### src/hdl/mbrtu_pkg.sv
`timescale 1ns / 1ps
// ---------------------------------------------------------------------------
// Modbus RTU request framer package
// Function codes, action codes, CRC constants and shared types.
// ---------------------------------------------------------------------------
package mbrtu_pkg;

    localparam logic [6:0]  MAX_WRITE_WORDS = 7'd121;

    localparam logic [7:0]  FC_READ       = 8'h03;
    localparam logic [7:0]  FC_WRITE_ONE  = 8'h06;
    localparam logic [7:0]  FC_WRITE_MANY = 8'h10;
    localparam logic [7:0]  FC_READ_WRITE = 8'h17;

    localparam logic [2:0]  ACT_READ       = 3'd0;
    localparam logic [2:0]  ACT_WRITE_ONE  = 3'd1;
    localparam logic [2:0]  ACT_WRITE_MANY = 3'd2;
    localparam logic [2:0]  ACT_READ_WRITE = 3'd3;

    localparam logic [15:0] CRC_INIT = 16'hFFFF;
    localparam logic [15:0] CRC_POLY = 16'hA001;

    // last data byte index of each request kind
    localparam logic [3:0]  LAST_PAYLOAD = 4'd1;
    localparam logic [3:0]  LAST_SHORT   = 4'd5;
    localparam logic [3:0]  LAST_MULTI   = 4'd6;
    localparam logic [3:0]  LAST_RW      = 4'd10;

    typedef enum logic [2:0] {
        ST_IDLE = 3'b001,
        ST_EMIT = 3'b010,
        ST_CRC  = 3'b100
    } t_state;

    typedef enum logic [1:0] {
        KIND_PAYLOAD = 2'd0,
        KIND_SHORT   = 2'd1,
        KIND_MULTI   = 2'd2,
        KIND_RW      = 2'd3
    } t_kind;

endpackage

### src/hdl/modbus_rtu_request_framer.sv
`timescale 1ns / 1ps
// ---------------------------------------------------------------------------
// Modbus RTU request framer
// Serialises read, write single, write multiple and read/write multiple
// requests into RTU frame bytes with a bit-serial CRC-16/MODBUS.
// ---------------------------------------------------------------------------
// Channel   Dir  tdata                                  tuser       tlast
// s_axis    in   device_id, reg_address, reg_count,     action      -
//                write_address, write_count, data_word
// m_axis    out  out_byte                               run_last    frame_last
//
// Each data byte is loaded into the output register and then run through the
// one-bit CRC update loop. The two CRC bytes, low byte first, need no loop.
// Each request is accepted in ST_IDLE before its first byte is emitted.
// Reset clears the CRC to 0xFFFF and closes any open frame.
// A stalled output holds the sequencer; no new request is taken until the
// last byte of the current one sits in the output register.
// ---------------------------------------------------------------------------
module modbus_rtu_request_framer (
    input  logic        i_clk,
    input  logic        i_rst_n,
    input  logic        s_axis_tvalid,
    output logic        s_axis_tready,
    // device_id[7:0], reg_address[23:8], reg_count[30:24],
    // write_address[46:31], write_count[53:47], data_word[69:54], zero[71:70]
    input  logic [71:0] s_axis_tdata,
    // action[2:0]
    input  logic [2:0]  s_axis_tuser,
    output logic        m_axis_tvalid,
    input  logic        m_axis_tready,
    // out_byte[7:0]
    output logic [7:0]  m_axis_tdata,
    // frame_last
    output logic        m_axis_tlast,
    // run_last[0]
    output logic [0:0]  m_axis_tuser
);
    import mbrtu_pkg::*;

    logic [7:0]  in_id;
    logic [15:0] in_addr;
    logic [6:0]  in_cnt;
    logic [15:0] in_waddr;
    logic [6:0]  in_wcnt;
    logic [15:0] in_data;

    assign in_id    = s_axis_tdata[7:0];
    assign in_addr  = s_axis_tdata[23:8];
    assign in_cnt   = s_axis_tdata[30:24];
    assign in_waddr = s_axis_tdata[46:31];
    assign in_wcnt  = s_axis_tdata[53:47];
    assign in_data  = s_axis_tdata[69:54];

    // control state
    t_state      r_state, n_state;
    logic [15:0] r_crc, n_crc;
    logic [6:0]  r_words_left, n_words_left;
    logic [3:0]  r_idx, n_idx;
    logic [2:0]  r_bit, n_bit;
    logic        r_in_crc, n_in_crc;
    logic        r_crc_hi, n_crc_hi;
    logic        r_out_valid, n_out_valid;

    // request payload
    t_kind       r_kind, n_kind;
    logic [3:0]  r_last_idx, n_last_idx;
    logic        r_add_crc, n_add_crc;
    logic [7:0]  r_id, n_id;
    logic [7:0]  r_fc, n_fc;
    logic [15:0] r_addr, n_addr;
    logic [6:0]  r_cnt, n_cnt;
    logic [15:0] r_waddr, n_waddr;
    logic [6:0]  r_nwords, n_nwords;
    logic [15:0] r_data, n_data;
    logic [7:0]  r_sh, n_sh;
    logic [7:0]  r_out_byte, n_out_byte;
    logic        r_out_flast, n_out_flast;
    logic        r_out_rlast, n_out_rlast;

    logic [7:0]  cur_byte;
    logic [6:0]  sat_cnt;
    logic [6:0]  sat_wcnt;
    logic        slot_free;
    logic        fb;

    assign s_axis_tready   = (r_state == ST_IDLE);
    assign m_axis_tvalid   = r_out_valid;
    assign m_axis_tdata    = r_out_byte;
    assign m_axis_tlast    = r_out_flast;
    assign m_axis_tuser[0] = r_out_rlast;

    assign slot_free = !r_out_valid || m_axis_tready;
    assign sat_cnt   = (in_cnt > MAX_WRITE_WORDS) ? MAX_WRITE_WORDS : in_cnt;
    assign sat_wcnt  = (in_wcnt > MAX_WRITE_WORDS) ? MAX_WRITE_WORDS : in_wcnt;
    assign fb        = r_crc[0] ^ r_sh[0];

    always_comb begin
        cur_byte = 8'h00;
        case (r_kind)
            KIND_PAYLOAD: begin
                case (r_idx)
                    4'd0:    cur_byte = r_data[15:8];
                    4'd1:    cur_byte = r_data[7:0];
                    default: cur_byte = 8'h00;
                endcase
            end
            KIND_SHORT: begin
                case (r_idx)
                    4'd0:    cur_byte = r_id;
                    4'd1:    cur_byte = r_fc;
                    4'd2:    cur_byte = r_addr[15:8];
                    4'd3:    cur_byte = r_addr[7:0];
                    4'd4:    cur_byte = r_data[15:8];
                    4'd5:    cur_byte = r_data[7:0];
                    default: cur_byte = 8'h00;
                endcase
            end
            KIND_MULTI: begin
                case (r_idx)
                    4'd0:    cur_byte = r_id;
                    4'd1:    cur_byte = r_fc;
                    4'd2:    cur_byte = r_addr[15:8];
                    4'd3:    cur_byte = r_addr[7:0];
                    4'd5:    cur_byte = {1'b0, r_nwords};
                    4'd6:    cur_byte = {r_nwords, 1'b0};
                    default: cur_byte = 8'h00;
                endcase
            end
            KIND_RW: begin
                case (r_idx)
                    4'd0:    cur_byte = r_id;
                    4'd1:    cur_byte = r_fc;
                    4'd2:    cur_byte = r_addr[15:8];
                    4'd3:    cur_byte = r_addr[7:0];
                    4'd5:    cur_byte = {1'b0, r_cnt};
                    4'd6:    cur_byte = r_waddr[15:8];
                    4'd7:    cur_byte = r_waddr[7:0];
                    4'd9:    cur_byte = {1'b0, r_nwords};
                    4'd10:   cur_byte = {r_nwords, 1'b0};
                    default: cur_byte = 8'h00;
                endcase
            end
            default: cur_byte = 8'h00;
        endcase
    end

    always_comb begin
        n_state      = r_state;
        n_crc        = r_crc;
        n_words_left = r_words_left;
        n_idx        = r_idx;
        n_bit        = r_bit;
        n_in_crc     = r_in_crc;
        n_crc_hi     = r_crc_hi;
        n_out_valid  = r_out_valid;
        n_kind       = r_kind;
        n_last_idx   = r_last_idx;
        n_add_crc    = r_add_crc;
        n_id         = r_id;
        n_fc         = r_fc;
        n_addr       = r_addr;
        n_cnt        = r_cnt;
        n_waddr      = r_waddr;
        n_nwords     = r_nwords;
        n_data       = r_data;
        n_sh         = r_sh;
        n_out_byte   = r_out_byte;
        n_out_flast  = r_out_flast;
        n_out_rlast  = r_out_rlast;

        if (r_out_valid && m_axis_tready) begin
            n_out_valid = 1'b0;
        end

        case (r_state)
            ST_IDLE: begin
                if (s_axis_tvalid) begin
                    n_id     = in_id;
                    n_addr   = in_addr;
                    n_cnt    = in_cnt;
                    n_waddr  = in_waddr;
                    n_data   = in_data;
                    n_idx    = 4'd0;
                    n_in_crc = 1'b0;
                    n_crc_hi = 1'b0;
                    if (r_words_left != 7'd0) begin
                        n_kind       = KIND_PAYLOAD;
                        n_last_idx   = LAST_PAYLOAD;
                        n_add_crc    = (r_words_left == 7'd1);
                        n_words_left = r_words_left - 7'd1;
                        n_state      = ST_EMIT;
                    end else begin
                        case (s_axis_tuser)
                            ACT_READ, ACT_WRITE_ONE: begin
                                n_kind     = KIND_SHORT;
                                n_last_idx = LAST_SHORT;
                                n_add_crc  = 1'b1;
                                n_crc      = CRC_INIT;
                                if (s_axis_tuser == ACT_READ) begin
                                    n_fc   = FC_READ;
                                    n_data = {9'd0, in_cnt};
                                end else begin
                                    n_fc   = FC_WRITE_ONE;
                                end
                                n_state    = ST_EMIT;
                            end
                            ACT_WRITE_MANY: begin
                                n_kind       = KIND_MULTI;
                                n_last_idx   = LAST_MULTI;
                                n_fc         = FC_WRITE_MANY;
                                n_nwords     = sat_cnt;
                                n_words_left = sat_cnt;
                                n_add_crc    = (sat_cnt == 7'd0);
                                n_crc        = CRC_INIT;
                                n_state      = ST_EMIT;
                            end
                            ACT_READ_WRITE: begin
                                n_kind       = KIND_RW;
                                n_last_idx   = LAST_RW;
                                n_fc         = FC_READ_WRITE;
                                n_nwords     = sat_wcnt;
                                n_words_left = sat_wcnt;
                                n_add_crc    = (sat_wcnt == 7'd0);
                                n_crc        = CRC_INIT;
                                n_state      = ST_EMIT;
                            end
                            default: n_state = ST_IDLE;
                        endcase
                    end
                end
            end
            ST_EMIT: begin
                if (slot_free) begin
                    n_out_valid = 1'b1;
                    if (!r_in_crc) begin
                        n_out_byte  = cur_byte;
                        n_out_flast = 1'b0;
                        n_out_rlast = (r_idx == r_last_idx) && !r_add_crc;
                        n_sh        = cur_byte;
                        n_bit       = 3'd0;
                        n_state     = ST_CRC;
                    end else if (!r_crc_hi) begin
                        n_out_byte  = r_crc[7:0];
                        n_out_flast = 1'b0;
                        n_out_rlast = 1'b0;
                        n_crc_hi    = 1'b1;
                    end else begin
                        n_out_byte  = r_crc[15:8];
                        n_out_flast = 1'b1;
                        n_out_rlast = 1'b1;
                        n_crc       = CRC_INIT;
                        n_in_crc    = 1'b0;
                        n_crc_hi    = 1'b0;
                        n_state     = ST_IDLE;
                    end
                end
            end
            ST_CRC: begin
                n_crc = {1'b0, r_crc[15:1]} ^ (fb ? CRC_POLY : 16'h0000);
                n_sh  = {1'b0, r_sh[7:1]};
                n_bit = r_bit + 3'd1;
                if (r_bit == 3'd7) begin
                    if (r_idx == r_last_idx) begin
                        if (r_add_crc) begin
                            n_in_crc = 1'b1;
                            n_state  = ST_EMIT;
                        end else begin
                            n_state  = ST_IDLE;
                        end
                    end else begin
                        n_idx   = r_idx + 4'd1;
                        n_state = ST_EMIT;
                    end
                end
            end
            default: n_state = ST_IDLE;
        endcase
    end

    always_ff @(posedge i_clk) begin
        if (!i_rst_n) begin
            r_state      <= ST_IDLE;
            r_crc        <= CRC_INIT;
            r_words_left <= 7'd0;
            r_idx        <= 4'd0;
            r_bit        <= 3'd0;
            r_in_crc     <= 1'b0;
            r_crc_hi     <= 1'b0;
            r_out_valid  <= 1'b0;
        end else begin
            r_state      <= n_state;
            r_crc        <= n_crc;
            r_words_left <= n_words_left;
            r_idx        <= n_idx;
            r_bit        <= n_bit;
            r_in_crc     <= n_in_crc;
            r_crc_hi     <= n_crc_hi;
            r_out_valid  <= n_out_valid;
        end
    end

    always_ff @(posedge i_clk) begin
        r_kind      <= n_kind;
        r_last_idx  <= n_last_idx;
        r_add_crc   <= n_add_crc;
        r_id        <= n_id;
        r_fc        <= n_fc;
        r_addr      <= n_addr;
        r_cnt       <= n_cnt;
        r_waddr     <= n_waddr;
        r_nwords    <= n_nwords;
        r_data      <= n_data;
        r_sh        <= n_sh;
        r_out_byte  <= n_out_byte;
        r_out_flast <= n_out_flast;
        r_out_rlast <= n_out_rlast;
    end

`ifndef SYNTHESIS
    a_flast_is_rlast: assert property (@(posedge i_clk) disable iff (!i_rst_n)
        (r_out_valid && r_out_flast) |-> r_out_rlast)
        else $error("frame end byte not marked as request end");

    a_crc_init_closed: assert property (@(posedge i_clk) disable iff (!i_rst_n)
        ((r_state == ST_IDLE) && (r_words_left == 7'd0)) |-> (r_crc == CRC_INIT))
        else $error("CRC not at initial value with no frame open");

    a_words_bounded: assert property (@(posedge i_clk) disable iff (!i_rst_n)
        r_words_left <= MAX_WRITE_WORDS)
        else $error("owed word count above limit");

    a_crc_after_data: assert property (@(posedge i_clk) disable iff (!i_rst_n)
        ((r_state == ST_CRC) && (r_bit == 3'd7) && (r_idx == r_last_idx) && r_add_crc)
        |=> ((r_state == ST_EMIT) && r_in_crc && !r_crc_hi))
        else $error("CRC bytes not started after last data byte");
`endif

endmodule

### config.mk
export PLATFORM = sky130hd
export DESIGN_NAME = modbus_rtu_request_framer
export DESIGN_NICKNAME = d
export VERILOG_FILES = /design/src/hdl/mbrtu_pkg.sv /design/src/hdl/modbus_rtu_request_framer.sv
export SDC_FILE = /design/constraint.sdc
export NUM_CORES = 1
export LEC_CHECK = 0
export ABC_AREA = 1
export BUFFER_PORTS_ARGS = -buffer_cell sky130_fd_sc_hd__clkbuf_2
export CAP_MARGIN = 0
export CORE_MARGIN = 3
export CORE_UTILIZATION = 50
export CTS_BUF_LIST = sky130_fd_sc_hd__clkbuf_16
export DETAILED_ROUTE_END_ITERATION = 10
export GPL_ROUTABILITY_DRIVEN = 1
export HOLD_SLACK_MARGIN = 0.15
export PLACE_DENSITY_LB_ADDON = 0.12
export SLEW_MARGIN = 15
export SYNTH_ARGS = -nofsm -noshare
export SYNTH_HDL_FRONTEND = slang
export SYNTH_SLANG_ARGS = --single-unit
### constraint.sdc
create_clock -name i_clk -period 6.7 [get_ports i_clk]
set_clock_uncertainty 0.1 [all_clocks]
set_input_delay 0.335 -clock i_clk [delete_from_list [all_inputs] [get_ports i_clk]]
set_output_delay 0.335 -clock i_clk [all_outputs]
set_load 0.005 [all_outputs]
Yosys cells after proc, flatten, opt, wreduce, memory -nomap -nowiden:

Index checks and enable logic that the tools add are counted.

* flip-flop bits (word level): 139
* bits of input ports: 79
* output and inout port bits: 12

* $add $sub $neg: 3
* $lt $le $gt $ge: 2
* equal/unequal tests: 33
* mux-type cells: 64
* bitwise operators: 3
* reduce and logical (&&, ||, !) cells: 33

Operators with widths (count)
* 2-to-1 mux 16 bit: 10
* one-hot mux 8 bit (6 select lines): 2
* one-hot mux 8 bit (9 select lines): 1
* one-hot mux 16 bit (3 select lines): 1
* 2-to-1 mux 8 bit: 4
* one-hot mux 8 bit (2 select lines): 2
* one-hot mux 8 bit (4 select lines): 1
* 2-to-1 mux 3 bit: 9
* one-hot mux 8 bit (3 select lines): 1
* inequality test 2 bit, second input constant: 11
* 2-to-1 mux 7 bit: 3
* AND reduction 4 bit: 5
* == test 4 x 3 -> 1 bit, second input constant: 4
* XOR 15 x 16 -> 16 bit: 1
* 2-to-1 mux 1 bit: 15
* > comparator 7 bit, second input constant: 2
* logical NOT 7 bit: 2
* one-hot mux 7 bit (2 select lines): 1
* 2-to-1 mux 4 bit: 3
* one-hot mux 4 bit (3 select lines): 1
* == test 3 x 2 -> 1 bit, second input constant: 3
* one-hot mux 3 bit (3 select lines): 1
* AND reduction 3 bit: 3
* nonzero test 3 bit: 3
* other kinds (35): 49

Depth between registers and ports, before layout:

Gate-level depths: netlist (run 1).

* word-level depth: 6
* mapped depth: 13
* mapped depth without buffers: 12

Least setup slack after synthesis (run 1):

Ideal clock, no wire load.

* kind: reg-to-reg
* from: register r_state[1]
* to: register r_addr[0], enable pin
* setup time: 0.417 ns
* arrival time: 2.026 ns
* data required time: 6.183 ns
* path slack: 4.157 ns
* stages on the path, launching flop included: 6
* buffers on the path: 0
* cells stage by stage: dfxtp_1 -> inv_2 -> nand3_2 -> inv_2 -> nand2_1 -> inv_1

* word-level cells in the longest chain between the ends: 2

RTL lines
* start: declaration: line modbus_rtu_request_framer.sv:55 `t_state r_state, n_state;`
* start signal: assignment: line modbus_rtu_request_framer.sv:291 `r_state <= n_state;`
* == test 3 x 1 -> 1 bit
* net s_axis_tready: line modbus_rtu_request_framer.sv:23 `output logic s_axis_tready,`
* AND reduction 2 bit (no source line)
* end signal: assignment: line modbus_rtu_request_framer.sv:308 `r_addr <= n_addr;`
* end: declaration: line modbus_rtu_request_framer.sv:70 `logic [15:0] r_addr, n_addr;`

The timed path passes the listed nets, and every way through them passes these cells.
A chain may end at the register's enable or synchronous reset.

Worst setup path after layout (run 1):

* from: register r_idx[3]
* to: register r_out_byte[0] (netlist: m_axis_tdata[0]), data pin

* word-level cells in the longest chain between the ends: 4
* elaborated cells between the ends (all ways): 16
* classes of those cells: 9 x eq/ne; 6 x mux; 1 x reduce/logical

RTL lines
* start: declaration: line modbus_rtu_request_framer.sv:58 `logic [3:0] r_idx, n_idx;`
* start signal: assignment: line modbus_rtu_request_framer.sv:294 `r_idx <= n_idx;`
* == test 4 bit (tied with other cells): line modbus_rtu_request_framer.sv:130 `case (r_idx)`
* one-hot mux 8 bit (9 select lines) (tied with other cells): line modbus_rtu_request_framer.sv:130
* one-hot mux 8 bit (4 select lines) (*): line modbus_rtu_request_framer.sv:99 `case (r_kind)`
* 2-to-1 mux 8 bit (*): line modbus_rtu_request_framer.sv:235 `if (!r_in_crc) begin`
* end signal: assignment: line modbus_rtu_request_framer.sv:314 `r_out_byte <= n_out_byte;`
* end: declaration: line modbus_rtu_request_framer.sv:76 `logic [7:0] r_out_byte, n_out_byte;`

Every way passes the cells marked *; elsewhere a longest branch is shown, timed or not.

==> flow_summary.yaml, run 1 <==
final_layout:
  synthToLayoutAreaGrowth_pct: 26.24
  layout_common_cells: "nand2_1 (188), nand3_1 (118), edfxtp_1 (98)"
  fin_nets: 1031
  final_common_cell: "nand2_1"
  fillers: 1120
  drive_gt1_frac: 0.1735
  diodes: 0
synth:
  ys_types: 40
  synth-edff-count: 98
  yosysWarningCount: 0
  syn-instance-count: 807
  syn-num-nets: 894
  synth_ff_type: "edfxtp_1"
  ys_seq_elements: 134
  synth_area_um2: 6918
  ys_seq_area_frac: 0.5296
  async_flop_share: 0
  syn_area_per_cell_um2: 8.572
critical_path:
  max_stage_delay_ps: 760
  start_kind: "flip-flop"
  critical-path-top-delay-family: "simple AND/OR/NAND/NOR gates"
  crit_path_end_kind: "flip-flop"
  cp_max_fo: 23
  r2r_slack_ps: 3880
  critPathRequiredTime_ps: 6880
  cp.arrival_ps: 3000
  crit_type: "flip-flop to flip-flop"
  cp_common_cell: "nand2_1"
  crit_path_top_delay_cell: "nor2_2"
  path_cells: "nor2_2 -> buf_4 -> nand2_1 -> o21ai_1 -> inv_1 -> nand2_1 -> nand2_1 -> nand4_1 -> nand2_1 -> nand2_1"
  path_buf_inv: 2
detailed_routing:
  avgViaCountPerCell: 5.527
  antenna_left: 0
  wl_per_cell_um: 16.58
  vias: 6262
  drt_iter0_markers: 638
  drc: 0
  wl_um: 18780
  dr.pass1.iters: 6
sta:
  rsz0062_at_grt: "false"
  max_slew.worst_pin.slew_ps: 1080
  fmax_mhz: 354.8
  setup_viol: 0
  maxSlewHeadroom: 0.2797
  setup_tns_ps: 0
  post-route-period-util: 0.4206
  min_period_ps: 2818
  finalHoldViolCount: 0
  hold_slack_ps: 181.5
  finalWorstSetupSlack_ps: 3882
  drv_slew: 0
pwr:
  peakVddDrop_mv: 0.2677
  p_leak_nw: 3.799
  cellPowerDensity_nw_per_um2: 409.7
floorplan:
  fp.dieW_um: 123.6
  die_y_um: 123.6
  rows: 42
  io_pins: 91
  core_um2: 13400
  start_util: 0.5162
  dieArea_um2: 15280
global_route:
  grt_pass1_wl_um: 29840
  grt_antenna_before_repair: 0
  gr-usage-all-layers: 0.2549
  grt.overflow.total: 0
  grt_max_degree: 64
  first_global_vias: 6091
clock_network:
  clk_pin_slew_ps: 60
  clk_latency_ps: 420
  htreeDepth: 4
  clock_path_buffers: 2
  numCtsBuffers: 17
  cts_tree: "built"
  clock_sinks: 134
  cts-root-buf: "clkbuf_16"
  post-cts-setup-buffers: 0
place:
  gp_congestion: 0.9689
  place_ws_ps: 3959
  hpwlAfterDp_um: 12550
  numPortBuffers: 88
run_status:
  status: "completed"
flow_run:
  cap_violations: 0
hold_path:
  min_path_type: "input pin to flip-flop"
==> power breakdown <==
group | internal (mW) | switching, mW
Combinational | 0.396 | 0.853
Clock | 0.701 | 0.365
Sequential | 1.16 | 0.108
==> per-stage QoR <==
step,instance area (µm²),utilization,power [mW],instances
final,8733,0.6517,3.578,1133
after global routing,8733,0.6517,3.816,1133
after CTS,8733,0.6517,3.586,1133
after detailed placement,7440,0.5552,2.478,1039
after global placement,7440,0.5552,2.429,1039
after floorplan,6918,-,2.166,807
==> cell families (layout without fill, tap and decap cells) <==
group | Yosys count | in the layout | synth area share
AOI/OAI and AO/OA | 82 | 82 | 0.06674
xor gates and xnor gates | 11 | 11 | 0.01393
adders and majority gates | 8 | 8 | 0.01447
buffers and inverters | 113 | 263 | 0.06710
DFF | 134 | 134 | 0.5296
muxes | 3 | 3 | 0.004883
and+or+nand+nor | 456 | 456 | 0.3033
==> per-layer routing <==
layer  track usage  part of all wire
met1        0.3491              0.44
met2        0.4005              0.46
met3       0.05995             0.069
met4       0.08581             0.025
met5             0                 0
==> sequential cells by signal (all words and copies together) (netlist names), 8 cells and up <==
| signal | cells |
|---|---|
| r_addr | 16 |
| r_crc | 16 |
| r_data | 16 |
| r_waddr | 16 |
| m_axis_tdata | 8 |
| r_id | 8 |
| r_sh | 8 |
==> synthesized netlist by cell type (all sizes together), types with 3 or more instances <==
cell,instances,share of area
nor2,78,0.048
clkbuf,17,0.0092
edfxtp,98,0.43
nand4,44,0.040
a21oi,24,0.018
nor3,5,0.0036
o211ai,4,0.0043
inv,74,0.041
xor2,8,0.010
nand2,189,0.10
or2,13,0.012
dfxtp,36,0.10
o21ai,44,0.033
xnor2,3,0.0038
nand3,122,0.091
ha,8,0.014
a22oi,8,0.0087
buf,20,0.016
mux2,3,0.0049
==> path summary, 6_finish.rpt <==
check                           depth (start not counted)                         to                   from
worst max-delay path                                   10  m_axis_tdata[0]$_DFFE_PP_  r_idx[3]$_SDFFE_PN0P_
worst min-delay path                                    3        r_data[6]$_DFFE_PP_       s_axis_tdata[60]
worst min register to register                          2      r_bit[2]$_SDFFE_PN0P_  r_bit[2]$_SDFFE_PN0P_
worst max register to register                         10  m_axis_tdata[0]$_DFFE_PP_  r_idx[3]$_SDFFE_PN0P_
==> repair_timing <==
item / in CTS / in global routing
endpoints found under the hold margin: 63 / 0
resized for setup: 0 / 0
hold buffers: 62 / 0
endpoints found under the setup margin: 0 / 0
==> layout make-up <==
class | instances | area, µm² | area share
Multi-Input combinational cell | 560 | 2790 | 0.3195
Sequential cell | 134 | 3664 | 0.4195
Clock buffer | 17 | 425.4 | 0.04871
Timing Repair Buffer | 155 | 1099 | 0.1258
Inverter | 76 | 287.8 | 0.03295
Tap cell | 176 | 220.2 | 0.02521
Clock inverter | 15 | 247.7 | 0.02837
==> worst reg2reg max path, stage by stage, from the launching register on <==
cell,delay [ps]
dfxtp_1,530
nor2_2,760
buf_4,380
nand2_1,80
o21ai_1,350
inv_1,70
nand2_1,80
nand2_1,50
nand4_1,150
nand2_1,80
nand2_1,70
Note: power is estimated with default switching activity, not from simulation.
==> run 2: changes to the inputs <==
--- a/config.mk
+++ b/config.mk
@@ -5,7 +5,7 @@
 export SDC_FILE = /design/constraint.sdc
 export NUM_CORES = 1
 export LEC_CHECK = 0
-export ABC_AREA = 1
+export ABC_AREA = 0
 export BUFFER_PORTS_ARGS = -buffer_cell sky130_fd_sc_hd__clkbuf_2
 export CAP_MARGIN = 0
 export CORE_MARGIN = 3
==> constraint.sdc (replaced) <==
create_clock -name i_clk -period 2.3 [get_ports i_clk]
set_clock_uncertainty 0.1 [all_clocks]
set_input_delay 0.115 -clock i_clk [delete_from_list [all_inputs] [get_ports i_clk]]
set_output_delay 0.115 -clock i_clk [all_outputs]
set_load 0.005 [all_outputs]
==> flow_summary.yaml, run 2 <==
pwr:
  peakVddDrop_mv: 0.8401
  p_leak_nw: 3.633
  p_total_mw: 10.29
  cellPowerDensity_nw_per_um2: 1090
detailed_routing:
  avgViaCountPerCell: 5.826
  vias: 5762
  antenna_left: 0
  drt_iter0_markers: 542
  wl_per_cell_um: 19.66
  drc: 0
  wl_um: 19440
  dr.pass1.iters: 5
place:
  numPortBuffers: 88
  gp_congestion: 0.9593
  dp_cells: 874
  hpwlAfterDp_um: 12930
global_route:
  grt_pass1_wl_um: 30230
  first_global_vias: 5563
  grt_max_degree: 64
  grt.overflow.total: 0
  grt_antenna_before_repair: 0
  gr-usage-all-layers: 0.2721
synth:
  synth.most_common_cell: "edfxtp_1"
  syn-instance-count: 579
  synth_ff_type: "edfxtp_1"
  ys_seq_area_frac: 0.5542
  yosys-top-cells-count: "edfxtp_1 (98), nor2_1 (37), dfxtp_1 (36), nand2_1 (35), a22oi_1 (31)"
  yosysWarningCount: 0
  synth-edff-count: 98
  syn_area_per_cell_um2: 11.42
  ys_types: 70
  yosysTopAreaCellShare: 0.4452
  yosysTopAreaCell: "edfxtp_1"
  async_flop_share: 0
  syn-num-nets: 666
  synth_area_um2: 6610
  ys_seq_elements: 134
  yosys-top-cells-area: "edfxtp_1 (45%), dfxtp_1 (11%), a22oi_1 (3.5%)"
floorplan:
  fp.dieW_um: 121.0
  start_util: 0.5175
  die_y_um: 121.0
  rows: 41
  core_um2: 12770
  io_pins: 91
  dieArea_um2: 14640
sta:
  setup_tns_ps: -106.2
  finalHoldViolCount: 0
  drv_slew: 0
  min_period_ps: 2373
  maxSlewHeadroom: 0.6114
  post-route-period-util: 1.032
  max_slew.worst_pin.slew_ps: 575.4
  finalWorstSetupSlack_ps: -72.70
  rsz0062_at_grt: "true"
  fmax_mhz: 421.5
  setup_viol: 4
final_layout:
  layout_common_cells: "edfxtp_1 (98), clkbuf_2 (88), dlygate4sd3_1 (77)"
  final_cell_count_no_fill: 989
  fin_nets: 891
  synthToLayoutAreaGrowth_pct: 42.80
  diodes: 0
  drive_gt1_frac: 0.3574
  final_common_cell: "edfxtp_1"
critical_path:
  start_kind: "flip-flop"
  cp_max_fo: 5
  crit_path_end_kind: "flip-flop"
  r2r_slack_ps: -70
  timing.rr.start: "r_idx[0]$_SDFFE_PN0P_"
  cp.arrival_ps: 2450
  reg2reg_depth: 8
  r2r-end: "r_sh[3]$_DFFE_PP_"
  critPathRequiredTime_ps: 2370
  crit_type: "flip-flop to flip-flop"
clock_network:
  clock_path_buffers: 2
  cts_tree: "built"
  htreeDepth: 4
  numCtsBuffers: 17
  cts-root-buf: "clkbuf_16"
  clk_pin_slew_ps: 60
  clk_latency_ps: 430
  clock_sinks: 134
run_status:
  status: "finished with violations"
  violations: "negative setup slack"
hold_path:
  worstHoldEndpoint: "r_nwords[0]$_DFFE_PP_"
  hold_path.startpoint: "s_axis_tdata[47]"
  min_path_cells: 4
  min_path_type: "input pin to flip-flop"
flow_run:
  cap_violations: 0
==> run 2: critical path, cell delays in order, from the launching register on <==
cell	delay (ps)
dfxtp_2	360
inv_4	50
ha_4	170
buf_6	130
and3b_2	220
a32o_2	250
o32ai_2	290
o211ai_1	250
mux2_4	320
==> run 2: how the worst max path moves through the flow <==
| stage | slack, ps | from | to | depth (start not counted) |
|---|---|---|---|---|
| after floorplan | 7 | r_idx[0]$_SDFFE_PN0P_ | r_sh[5]$_DFFE_PP_ | 10 |
| after global placement | -240 | r_idx[0]$_SDFFE_PN0P_ | r_sh[6]$_DFFE_PP_ | 10 |
| after detailed placement | -240 | r_idx[1]$_SDFFE_PN0P_ | r_sh[4]$_DFFE_PP_ | 8 |
| after CTS | 0.3 | r_idx[0]$_SDFFE_PN0P_ | r_sh[3]$_DFFE_PP_ | 8 |
| after global routing | -60 | r_idx[0]$_SDFFE_PN0P_ | r_sh[3]$_DFFE_PP_ | 9 |
| final | -70 | r_idx[0]$_SDFFE_PN0P_ | r_sh[3]$_DFFE_PP_ | 8 |
==> run 2: logic make-up (layout without fill, tap and decap cells) <==
group                      count (synthesis)  in the layout  share of synthesized area
AOI/OAI and AO/OA                        190            190                     0.2107
xor gates and xnor gates                  11             11                    0.01457
adders and majority gates                  8              8                    0.01514
buffers and inverters                     59            297                    0.03824
DFF                                      134            134                     0.5542
muxes                                     27             27                    0.04448
and+or+nand+nor                          150            150                     0.1227
==> run 2: final cells by class <==
| class | instances | area (µm²) |
|---|---|---|
| sequential | 134 | 3670 |
| tap | 172 | 215.2 |
| inverter | 22 | 93.84 |
| multi-input combinational | 386 | 2972 |
| fill | 864 | 3334 |
| clock inverter | 12 | 88.84 |
| timing repair buffer | 243 | 1899 |
| clock buffer | 20 | 500.5 |
==> run 2: metal layers <==
layer / vias to the layer above / global-route usage / wire length, µm
met5: - / 0 / 0
met4: 0 / 0.08215 / 353
met3: 29 / 0.06760 / 1418
met2: 285 / 0.4331 / 9338
met1: 2775 / 0.3694 / 8332
li1: 2673 / - / -
==> run 2: repair_timing <==
action	4_1_cts	5_1_grt
buffers inserted	0	5
setup endpoints to repair	15	15
endpoints found under the hold margin	87	0
gates cloned	0	2
pin swaps	11	21
hold buffers	77	0
resized for setup	47	27
==> run 2: power by group <==
group / switching [mW] / internal [mW] / total [mW] / leakage (nW)
combinational: 2.13 / 1.85 / 3.98 / 2.13
sequential: 0.320 / 3.33 / 3.65 / 1.21
clock: 1.07 / 1.58 / 2.65 / 0.298
==> run 2: metrics by stage <==
step	setup slack [ps]	cell area, µm²	hold slack [ps]	utilization
6_report	-72.70	9439	180.4	0.7390
4_1_cts	0.2838	9246	154.2	0.7239
3_3_place_gp	-237.9	7690	191.6	0.6020
5_1_grt	-63.53	9439	201.8	0.7390
2_1_floorplan	6.642	6616	113.9	-
3_5_place_dp	-241.5	7690	193.7	0.6020
